### config.mk
export PLATFORM = sky130hd
export DESIGN_NAME = gait_sequence_stepper_top
export DESIGN_NICKNAME = d
export VERILOG_FILES = /design/src/rtl/gss_pkg.sv /design/src/rtl/gss_core.sv /design/src/rtl/gait_sequence_stepper_top.sv
export VERILOG_INCLUDE_DIRS = /design/src /design/src/rtl
export SDC_FILE = /design/constraint.sdc
export NUM_CORES = 1
export LEC_CHECK = 0
export BUFFER_PORTS_ARGS = -buffer_cell sky130_fd_sc_hd__buf_2
export CAP_MARGIN = 20
export CORE_ASPECT_RATIO = 0.9
export CORE_MARGIN = 2
export CORE_UTILIZATION = 64
export CTS_BUF_LIST = sky130_fd_sc_hd__clkbuf_4 sky130_fd_sc_hd__clkbuf_8
export CTS_CLUSTER_SIZE = 25
export DETAILED_ROUTE_END_ITERATION = 8
export PLACE_DENSITY_LB_ADDON = 0.2
export SETUP_SLACK_MARGIN = 0.02
export SLEW_MARGIN = 5
export SYNTH_ARGS = -nofsm -noshare
export SYNTH_HDL_FRONTEND = slang
export SYNTH_SLANG_ARGS = --single-unit
### constraint.sdc
create_clock -name clock -period 9.95 [get_ports clock]
set_clock_uncertainty 0.2 [all_clocks]
set_input_delay 0.4975 -clock clock [delete_from_list [all_inputs] [get_ports clock]]
set_output_delay 0.4975 -clock clock [all_outputs]
set_load 0.02 [all_outputs]
### src/rtl/gait_sequence_stepper_top_macros.svh
// ----------------------------------------------------------------------------
// Gait sequence stepper assertion macros
// Shared concurrent assertion shorthands, clocked on clock, off in reset.
// ----------------------------------------------------------------------------
`ifndef GAIT_SEQUENCE_STEPPER_TOP_MACROS_SVH
`define GAIT_SEQUENCE_STEPPER_TOP_MACROS_SVH

// antecedent implies consequent in the same cycle
`define GSS_ASSERT_SAME(label, clk, rst, ante, cons, msg) \
   label: assert property (@(posedge clk) disable iff (rst) (ante) |-> (cons)) \
      else $error(msg);

// antecedent implies consequent in the next cycle
`define GSS_ASSERT_NEXT(label, clk, rst, ante, cons, msg) \
   label: assert property (@(posedge clk) disable iff (rst) (ante) |=> (cons)) \
      else $error(msg);

`endif

### src/rtl/gss_pkg.sv
// ----------------------------------------------------------------------------
// gss_pkg
// Types, codes and helpers shared by the gait sequence stepper modules.
// ----------------------------------------------------------------------------
package gss_pkg;

   localparam int MAX_STEPS = 256;

   localparam int ID_W    = 5;
   localparam int IDX_W   = 8;
   localparam int TOT_W   = 9;
   localparam int DIST_W  = 16;
   localparam int PHASE_W = 3;
   localparam int STAGE_W = 2;
   localparam int CSR_A_W = 3;
   localparam int CSR_D_W = 16;

   localparam logic [PHASE_W-1:0] PH_IDLE   = 3'd0;
   localparam logic [PHASE_W-1:0] PH_MOVE   = 3'd1;
   localparam logic [PHASE_W-1:0] PH_WAIT   = 3'd2;
   localparam logic [PHASE_W-1:0] PH_NEXT   = 3'd3;
   localparam logic [PHASE_W-1:0] PH_CHANGE = 3'd4;

   localparam logic [STAGE_W-1:0] ST_PREPARE  = 2'd0;
   localparam logic [STAGE_W-1:0] ST_MAIN     = 2'd1;
   localparam logic [STAGE_W-1:0] ST_FINALIZE = 2'd2;

   localparam logic [ID_W-1:0] ID_NONE         = 5'd0;
   localparam logic [ID_W-1:0] ID_UP           = 5'd1;
   localparam logic [ID_W-1:0] ID_DOWN         = 5'd2;
   localparam logic [ID_W-1:0] ID_FORWARD      = 5'd4;
   localparam logic [ID_W-1:0] ID_FORWARD_SLOW = 5'd8;
   localparam logic [ID_W-1:0] ID_LAST         = 5'd16;

   localparam logic [CSR_A_W-1:0] CSR_DIST_LIMIT  = 3'd0;
   localparam logic [CSR_A_W-1:0] CSR_DOWN_MAIN   = 3'd1;
   localparam logic [CSR_A_W-1:0] CSR_DOWN_FIN    = 3'd2;
   localparam logic [CSR_A_W-1:0] CSR_DOWN_TOTAL  = 3'd3;
   localparam logic [CSR_A_W-1:0] CSR_DOWN_LOOPED = 3'd4;

   typedef struct packed {
      logic             looped;
      logic [TOT_W-1:0] total;
      logic [IDX_W-1:0] fin_b;
      logic [IDX_W-1:0] main_b;
   } desc_type;

   localparam desc_type DESC_ZERO       = '0;
   localparam desc_type DOWN_DESC_RESET = '{looped: 1'b0, total: 9'd1,
                                            fin_b: 8'd0, main_b: 8'd0};

   typedef struct packed {
      logic              func;
      logic [ID_W-1:0]   seq_id;
      desc_type          desc;
      logic              move_done;
      logic [DIST_W-1:0] clearance;
      logic              engine_disabled;
   } item_type;

   typedef struct packed {
      logic [DIST_W-1:0] distance_limit;
      desc_type          down_desc;
   } cfg_type;

   typedef struct packed {
      logic [PHASE_W-1:0] phase;
      logic               internal_error;
      logic               request_accepted;
      logic               body_up;
      logic [ID_W-1:0]    pending_sequence;
      logic [ID_W-1:0]    active_sequence;
      logic [IDX_W-1:0]   step_index;
      logic               start_move;
   } result_type;

   function automatic logic [TOT_W-1:0] clamp_total(input logic [TOT_W-1:0] t);
      return (t > TOT_W'(MAX_STEPS)) ? TOT_W'(MAX_STEPS) : t;
   endfunction

endpackage

### src/rtl/gss_core.sv
// ----------------------------------------------------------------------------
// gss_core
// Sequence state and the one-pass next-state logic for select and tick items.
// ----------------------------------------------------------------------------
module gss_core (
   input  logic                clock,
   input  logic                reset,
   input  logic                item_valid,
   input  gss_pkg::item_type   item,
   input  gss_pkg::cfg_type    cfg,
   output gss_pkg::result_type result
);

   logic [gss_pkg::PHASE_W-1:0] phase_ff, phase_in;
   logic [gss_pkg::STAGE_W-1:0] stage_ff, stage_in;
   logic [gss_pkg::TOT_W-1:0]   count_ff, count_in;
   logic [gss_pkg::ID_W-1:0]    cur_id_ff, cur_id_in;
   logic [gss_pkg::ID_W-1:0]    nxt_id_ff, nxt_id_in;
   gss_pkg::desc_type           cur_desc_ff, cur_desc_in;
   gss_pkg::desc_type           nxt_desc_ff, nxt_desc_in;
   logic                        body_ff, body_in;

   gss_pkg::desc_type           down_desc;
   gss_pkg::desc_type           req_desc;
   logic                        sel_ok;
   logic                        start;
   logic                        accepted;
   logic                        id_error;

   always_comb begin
      down_desc       = cfg.down_desc;
      down_desc.total = gss_pkg::clamp_total(cfg.down_desc.total);
      req_desc        = item.desc;
      req_desc.total  = gss_pkg::clamp_total(item.desc.total);
   end

   always_comb begin
      if (item.seq_id == gss_pkg::ID_NONE) begin
         sel_ok = 1'b1;
      end else if (item.seq_id == gss_pkg::ID_UP) begin
         sel_ok = !body_ff;
      end else if (item.seq_id == gss_pkg::ID_FORWARD ||
                   item.seq_id == gss_pkg::ID_FORWARD_SLOW) begin
         sel_ok = body_ff && (item.clearance >= cfg.distance_limit);
      end else begin
         sel_ok = body_ff;
      end
   end

   always_comb begin
      phase_in    = phase_ff;
      stage_in    = stage_ff;
      count_in    = count_ff;
      cur_id_in   = cur_id_ff;
      nxt_id_in   = nxt_id_ff;
      cur_desc_in = cur_desc_ff;
      nxt_desc_in = nxt_desc_ff;
      body_in     = body_ff;
      start       = 1'b0;
      accepted    = 1'b0;
      id_error    = 1'b0;

      if (item.func) begin
         if (item.seq_id > gss_pkg::ID_LAST) begin
            id_error = 1'b1;
         end else if (sel_ok) begin
            accepted  = 1'b1;
            nxt_id_in = item.seq_id;
            if (item.seq_id == gss_pkg::ID_NONE) begin
               nxt_desc_in = gss_pkg::DESC_ZERO;
            end else if (item.seq_id == gss_pkg::ID_DOWN) begin
               nxt_desc_in = down_desc;
            end else begin
               nxt_desc_in = req_desc;
            end
         end
      end else if (!item.engine_disabled) begin
         unique case (phase_ff)
            gss_pkg::PH_IDLE: begin
               if (cur_id_ff != nxt_id_ff) begin
                  phase_in = gss_pkg::PH_CHANGE;
               end
            end
            gss_pkg::PH_MOVE: begin
               start    = 1'b1;
               phase_in = gss_pkg::PH_WAIT;
            end
            gss_pkg::PH_WAIT: begin
               if (item.move_done) begin
                  phase_in = gss_pkg::PH_NEXT;
               end
            end
            gss_pkg::PH_NEXT: begin
               count_in = count_ff + 9'd1;
               phase_in = gss_pkg::PH_MOVE;
               if (stage_in == gss_pkg::ST_PREPARE &&
                   count_in >= {1'b0, cur_desc_ff.main_b}) begin
                  stage_in = gss_pkg::ST_MAIN;
               end
               if (stage_in == gss_pkg::ST_MAIN &&
                   count_in >= {1'b0, cur_desc_ff.fin_b}) begin
                  if (cur_id_ff != nxt_id_ff) begin
                     count_in = {1'b0, cur_desc_ff.fin_b};
                     stage_in = gss_pkg::ST_FINALIZE;
                  end else if (cur_desc_ff.looped) begin
                     count_in = {1'b0, cur_desc_ff.main_b};
                  end else begin
                     body_in     = (cur_id_ff != gss_pkg::ID_DOWN);
                     nxt_id_in   = gss_pkg::ID_NONE;
                     nxt_desc_in = gss_pkg::DESC_ZERO;
                     phase_in    = gss_pkg::PH_CHANGE;
                  end
               end
               if (stage_in == gss_pkg::ST_FINALIZE && count_in >= cur_desc_ff.total) begin
                  phase_in = gss_pkg::PH_CHANGE;
               end
            end
            gss_pkg::PH_CHANGE: begin
               cur_id_in   = nxt_id_ff;
               cur_desc_in = (nxt_id_ff == gss_pkg::ID_DOWN) ? down_desc : nxt_desc_ff;
               count_in    = '0;
               stage_in    = gss_pkg::ST_PREPARE;
               phase_in    = (nxt_id_ff == gss_pkg::ID_NONE) ? gss_pkg::PH_IDLE
                                                            : gss_pkg::PH_MOVE;
            end
            default: begin
               phase_in = gss_pkg::PH_IDLE;
            end
         endcase
         if ((cur_id_in == gss_pkg::ID_FORWARD || cur_id_in == gss_pkg::ID_FORWARD_SLOW) &&
             item.clearance < cfg.distance_limit) begin
            nxt_id_in   = gss_pkg::ID_NONE;
            nxt_desc_in = gss_pkg::DESC_ZERO;
         end
      end
   end

   always_ff @(posedge clock) begin
      if (reset) begin
         phase_ff    <= gss_pkg::PH_IDLE;
         stage_ff    <= gss_pkg::ST_PREPARE;
         count_ff    <= '0;
         cur_id_ff   <= gss_pkg::ID_NONE;
         nxt_id_ff   <= gss_pkg::ID_DOWN;
         cur_desc_ff <= gss_pkg::DESC_ZERO;
         nxt_desc_ff <= gss_pkg::DOWN_DESC_RESET;
         body_ff     <= 1'b0;
      end else if (item_valid) begin
         phase_ff    <= phase_in;
         stage_ff    <= stage_in;
         count_ff    <= count_in;
         cur_id_ff   <= cur_id_in;
         nxt_id_ff   <= nxt_id_in;
         cur_desc_ff <= cur_desc_in;
         nxt_desc_ff <= nxt_desc_in;
         body_ff     <= body_in;
      end
   end

   always_comb begin
      result.start_move       = start;
      result.step_index       = count_in[gss_pkg::IDX_W-1:0];
      result.active_sequence  = cur_id_in;
      result.pending_sequence = nxt_id_in;
      result.body_up          = body_in;
      result.request_accepted = accepted;
      result.internal_error   = id_error;
      result.phase            = phase_in;
   end

endmodule

### src/rtl/gait_sequence_stepper_top.sv
// ----------------------------------------------------------------------------
// gait_sequence_stepper_top
// Motion sequence stepper: select requests and phase ticks in, status out.
// ----------------------------------------------------------------------------
// One request is taken per clock when the response side keeps up. A request
// is registered on entry, the sequence state and the response are computed
// from it once the skid entry is empty, and the response sits in an output
// register. A one-entry skid buffer behind the output register takes a
// response while rsp_tready stalls; req_tready drops while the skid entry is
// held and a request waits, so a stall on rsp_tready that outlasts the skid
// entry holds off requests. CSR writes take effect on the next clock and are
// meant for an idle block.
module gait_sequence_stepper_top (
   input  logic                         clock,
   input  logic                         reset,
   input  logic                         req_tvalid,
   output logic                         req_tready,
   // [4:0] seq_id, [12:5] main_begin, [20:13] finalize_begin, [29:21] total_steps,
   // [30] loops, [31] move_done, [47:32] clearance, [48] engine_disabled,
   // [55:49] zero
   input  logic [55:0]                  req_tdata,
   // [0] func
   input  logic                         req_tuser,
   output logic                         rsp_tvalid,
   input  logic                         rsp_tready,
   // [0] start_move, [8:1] step_index, [13:9] active_sequence,
   // [18:14] pending_sequence, [19] body_up, [20] request_accepted,
   // [21] internal_error, [24:22] phase, [31:25] zero
   output logic [31:0]                  rsp_tdata,
   input  logic                         csr_we,
   input  logic [gss_pkg::CSR_A_W-1:0]  csr_addr,
   input  logic [gss_pkg::CSR_D_W-1:0]  csr_wdata
);

   `include "gait_sequence_stepper_top_macros.svh"

   gss_pkg::cfg_type    cfg_ff, cfg_in;
   gss_pkg::item_type   item_ff, item_in;
   logic                item_valid_ff, item_valid_in;
   gss_pkg::result_type out_ff, out_in;
   logic                out_valid_ff, out_valid_in;
   gss_pkg::result_type skid_ff, skid_in;
   logic                skid_valid_ff, skid_valid_in;
   gss_pkg::result_type result;
   logic                adv;
   logic                pop;

   always_comb begin
      cfg_in = cfg_ff;
      if (csr_we) begin
         unique case (csr_addr)
            gss_pkg::CSR_DIST_LIMIT:  cfg_in.distance_limit   = csr_wdata;
            gss_pkg::CSR_DOWN_MAIN:   cfg_in.down_desc.main_b = csr_wdata[7:0];
            gss_pkg::CSR_DOWN_FIN:    cfg_in.down_desc.fin_b  = csr_wdata[7:0];
            gss_pkg::CSR_DOWN_TOTAL:  cfg_in.down_desc.total  = csr_wdata[8:0];
            gss_pkg::CSR_DOWN_LOOPED: cfg_in.down_desc.looped = csr_wdata[0];
            default:                  cfg_in = cfg_ff;
         endcase
      end
   end

   assign adv        = item_valid_ff && !skid_valid_ff;
   assign req_tready = !item_valid_ff || adv;
   assign pop        = out_valid_ff && rsp_tready;

   always_comb begin
      item_in                 = item_ff;
      item_valid_in           = item_valid_ff && !adv;
      if (req_tvalid && req_tready) begin
         item_valid_in                = 1'b1;
         item_in.func                 = req_tuser;
         item_in.seq_id               = req_tdata[4:0];
         item_in.desc.main_b          = req_tdata[12:5];
         item_in.desc.fin_b           = req_tdata[20:13];
         item_in.desc.total           = req_tdata[29:21];
         item_in.desc.looped          = req_tdata[30];
         item_in.move_done            = req_tdata[31];
         item_in.clearance            = req_tdata[47:32];
         item_in.engine_disabled      = req_tdata[48];
      end
   end

   gss_core u_core (
      .clock      (clock),
      .reset      (reset),
      .item_valid (adv),
      .item       (item_ff),
      .cfg        (cfg_ff),
      .result     (result)
   );

   always_comb begin
      out_in        = out_ff;
      out_valid_in  = out_valid_ff;
      skid_in       = skid_ff;
      skid_valid_in = skid_valid_ff;
      if (!out_valid_ff || pop) begin
         if (skid_valid_ff) begin
            out_in        = skid_ff;
            out_valid_in  = 1'b1;
            skid_valid_in = 1'b0;
         end else begin
            out_in       = result;
            out_valid_in = adv;
         end
      end else if (adv) begin
         skid_in       = result;
         skid_valid_in = 1'b1;
      end
   end

   always_ff @(posedge clock) begin
      if (reset) begin
         cfg_ff.distance_limit <= '0;
         cfg_ff.down_desc      <= gss_pkg::DOWN_DESC_RESET;
         item_valid_ff         <= 1'b0;
         out_valid_ff          <= 1'b0;
         skid_valid_ff         <= 1'b0;
      end else begin
         cfg_ff        <= cfg_in;
         item_valid_ff <= item_valid_in;
         out_valid_ff  <= out_valid_in;
         skid_valid_ff <= skid_valid_in;
      end
   end

   always_ff @(posedge clock) begin
      item_ff <= item_in;
      out_ff  <= out_in;
      skid_ff <= skid_in;
   end

   assign rsp_tvalid = out_valid_ff;
   assign rsp_tdata  = {7'd0, out_ff};

   `GSS_ASSERT_SAME(a_skid_behind_out, clock, reset, skid_valid_ff, out_valid_ff,
      "skid entry held while output register empty")
   `GSS_ASSERT_NEXT(a_adv_gives_rsp, clock, reset, adv, out_valid_ff,
      "processed request produced no response")
   `GSS_ASSERT_SAME(a_start_in_wait, clock, reset, adv && result.start_move,
      result.phase == gss_pkg::PH_WAIT && !item_ff.func,
      "start pulse outside a move tick")
   `GSS_ASSERT_SAME(a_err_not_accepted, clock, reset, adv && result.internal_error,
      !result.request_accepted,
      "invalid id request was accepted")

endmodule

==> summary.md <==
| Metric | Value |
|---|---|
| CP max stage cell | dfxtp_1 |
| Core footprint | around 16000 um^2 |
| GRT overflow | 0 |
| Detailed Route Iter0 Violations | 610 |
| Mean post-synth cell area | around 11 um^2 |
| Int Power | 1.506 mW |
| Worst Min Path Start | req_tvalid |
| Largest net degree at the start of global routing | 81 |
| Synth Instances | 972 |
| Drt drc | 0 |
| Nets | 1244 |
| Final Critical Period | ~5.8 ns |
| Post-synth ARST share | 0% |
| FF-to-FF Start | u_core.count_ff[0] |
| GR Util met2 | 45.34% |
| Via count of the first global-routing pass | about 7700 |
| Port Buffers | 100 |
| Hold WC Path Type | input port to flip-flop |
| Die X | between 100 and 150 um |
| Clock transition at path regs | ~0.06 ns |
| Main flop type after synthesis | dfxtp_1 |
| Setup crit start | u_core.count_ff[0] |
| Final period util | 57.86% |
| Slew HR | between 40 and 50% |
| Area share of the largest cell type after synthesis | about 29% |
| R2r worst-path depth | 19 |
| Sequential-to-total area share from yosys stat | a little over half |
| Unrepaired setup endpoints after global routing | false |
| GR Layer Usage met3 | 5.250% |
| Synth Warn # | 0 |
| DR WL/cell | about 18 um |
| Global-route wire length before repair | 37870 um |
| CP endpoint kind | flip-flop |
| Synth Register Bits | between 200 and 250 |
| Status | completed |
| Psw | 456.4 uW |
| Max IR drop VDD | around 0.00015 V |
| Final cell utilization of the core | between 70% and 80% |
| Post-CTS Setup Bufs | 0 |
| Skew-Pair Late Insertion Delay | approximately 0.54 ns |
| Critical Path Start Type | flip-flop |
| Min-Delay Path Depth | 3 |
| Setup CP Type | flip-flop to flip-flop |
| Synth top area cells | edfxtp_1, dfxtp_1, ha_1 |
| Hold_ws | 0.02085 ns |
| Commonest cells post-synth | dfxtp_1, nand2_1, edfxtp_1, nor2_1, a21oi_1 |
| H-tree levels | 2 |
| Total CTS buffers | 36 |
| Leakage | about 4.8 nW |
| Gr usage total | between 20% and 30% |
| Reg power frac | 50.6% |
| Top cell type by total area after synthesis | edfxtp_1 |
| Switching share of power | between 20% and 30% |
| Synth unique cells | between 50 and 60 |
| Drt via density | 5.930 |
| Final ANT Viol Nets | 0 |
| Initial Util | roughly two thirds |
| Critical Path AT | approximately 6 ns |
| Worst flop-to-flop path endpoint | rsp_tdata[24] |
| Flop2flop setup slack | between 4 and 5 ns |
| Row count | 43 |
| Crit Path Max Fanout | 17 |
| Routed via count | 8017 |
| CTS tree | yes |
| Clock sinks | ~220 |
| Max Cap Viol | 0 |
| GP Congestion | 0.9261 |
| Part of the power in combinational logic | 6.8% |
| P&R area growth vs syn | 18.60% |
| Setup Viol. Count Final | 0 |
| Die Y | ~120 um |
| Clock buffer depth | 3 |
| Syn Std Cell Area | between 10000 and 15000 um^2 |
| CP delay by family, top | compound AO/OA/AOI/OAI gates |
| Share of cells above drive strength 1 | roughly 18% |
| Root Buffer Master | clkbuf_8 |
| Setup TNS | 0 ns |
| Post-CTS Resized | 0 |
| Required time of the worst setup path | around 10 ns |
| Largest stage delay, worst path | 0.53 ns |
| Post-synth EDFFs | 100 |
| Pre-antenna DRT Iters | 5 |
| Pin slew with the least headroom to its limit | about 0.9 ns |
| I/O pin cnt | around 120 |
| Hold violation count in the final report | 0 |
| Fmax achieved | roughly 170 MHz |
| CP most frequent cell | ha_1 |
| Worst-path cell chain | ha_1, inv_1, nor2_1, xor2_1, ha_1, and3_1, a221o_1, a21oi_1, a221o_1, o21ai_0, o21ai_1, ha_1, a2111o_1, a31oi_1, o21ai_0, a31o_2, a31oi_1, o22ai_1, mux2_2 |
| Met1 Usage GRT | about two fifths |
| Post-DP HPWL | between 15000 and 20000 um |
| Gr busiest metal | met2 |
| Hold-fix buffers, CTS | between 50 and 60 |
| Final WL | 23710 um |
| Die footprint | between 15000 and 20000 um^2 |
| Worst path buffer plus inverter count | 1 |
| Power Density | 161.3 nW/um^2 |
| Clk pwr share | between 40% and 50% |
| Count leader, synth | dfxtp_1 |
| Initial antenna violation count | 1 |
| Slew Limit Fails | 0 |
| Hold Path Sink | item_valid_ff |
## placed cells by master, fill, tap and decap left out, types with 8 or more instances in the layout
cell type      count
nor3b_1           18
clkbuf_4          10
ha_1              42
clkbuf_8          41
dlygate4sd3_1     56
a31oi_1           22
mux2i_1           46
buf_4              9
inv_1             46
and3_1            20
o2bb2ai_1         15
a21o_1             8
a211oi_1          35
a21oi_1           52
o2bb2ai_2         10
a22o_1            20
a22oi_1            8
nand2_1          118
edfxtp_1         100
o21ai_0           29
a221o_1           11
nor3_1             9
mux2_2            15
nand3_1           16
buf_2            100
dfxtp_1          122
xor2_1            12
nor2_1            62
## layer usage
metal / routed length (um) / up-vias / share of wire, %
met1: 10260 / 3781 / 43
met4: 561 / 0 / 2.4
met3: 1687 / 47 / 7.1
li1: - / 3866 / -
met2: 11190 / 323 / 47
met5: 0 / - / 0
## sequential cells by signal, summed over array words and instances (netlist names)
| register | flops |
|---|---|
| u_core.nxt_id_ff | 5 |
| u_core.nxt_desc_ff | 26 |
| skid_ff | 25 |
| u_core.cur_id_ff | 5 |
| item_valid_ff | 1 |
| rsp_tvalid | 1 |
| u_core.count_ff | 9 |
| skid_valid_ff | 1 |
| cfg_ff | 42 |
| rsp_tdata | 25 |
| u_core.phase_ff | 3 |
| item_ff | 50 |
| u_core.body_ff | 1 |
| u_core.stage_ff | 2 |
| u_core.cur_desc_ff | 26 |
## metrics by stage
stage | setup WS [ns] | area [um^2] | power [mW] | cells
2_1_floorplan | 5.121 | 10280 | 1.084 | 978
3_3_place_gp | 4.346 | 10820 | 1.122 | 1228
3_5_place_dp | 4.268 | 10840 | 1.126 | 1229
4_1_cts | 4.255 | 12160 | 1.967 | 1351
5_1_grt | 3.765 | 12170 | 2.029 | 1352
6_report | 4.193 | 12170 | 1.962 | 1352
## power groups by stage
stage | registers [mW] | clock network [mW] | logic, mW
global placement | 1.01 | 0 | 0.110
detailed placement | 1.01 | 0 | 0.113
floorplan | 1.01 | 0 | 0.0695
finish | 0.994 | 0.835 | 0.133
CTS | 0.993 | 0.843 | 0.131
global route | 0.996 | 0.888 | 0.145
## worst min-delay path: stages
cell	delay, ns
buf_2	0.09
a21oi_1	0.04
nor2_1	0.07
## how the worst max path moves through the flow
stage,to,slack (ns),depth (start not counted)
after floorplan,rsp_tdata[24],5.12,19
after global placement,rsp_tdata[24],4.35,19
after detailed placement,rsp_tdata[24],4.27,18
after CTS,rsp_tdata[24],4.25,18
after global routing,rsp_tdata[24],3.77,19
final,rsp_tdata[24],4.19,19
## layout make-up
type                    instances  area (um^2)
diodes                          1        2.502
clock buffers                  51        639.4
clock inverters                15        128.9
fillers                      1027         3382
inverters                      46        172.7
multi-input cells             649         4382
flip-flops and latches        222         5445
well taps                     202        252.7
repair buffers                166         1144
## logic make-up (layout without fill, tap and decap cells)
logic type	Yosys count	count (layout)	synth area share, %
and+or+nand+nor	283	283	12.95
AOI/OAI and AO/OA	241	241	16.87
DFF	222	222	53.08
buffers and inverters	107	278	4.501
muxes	62	62	6.245
adders and majority gates	42	42	5.123
xor gates and xnor gates	14	14	1.195
other	1	8	0.03655
Note: power is estimated with default switching activity, not from simulation.
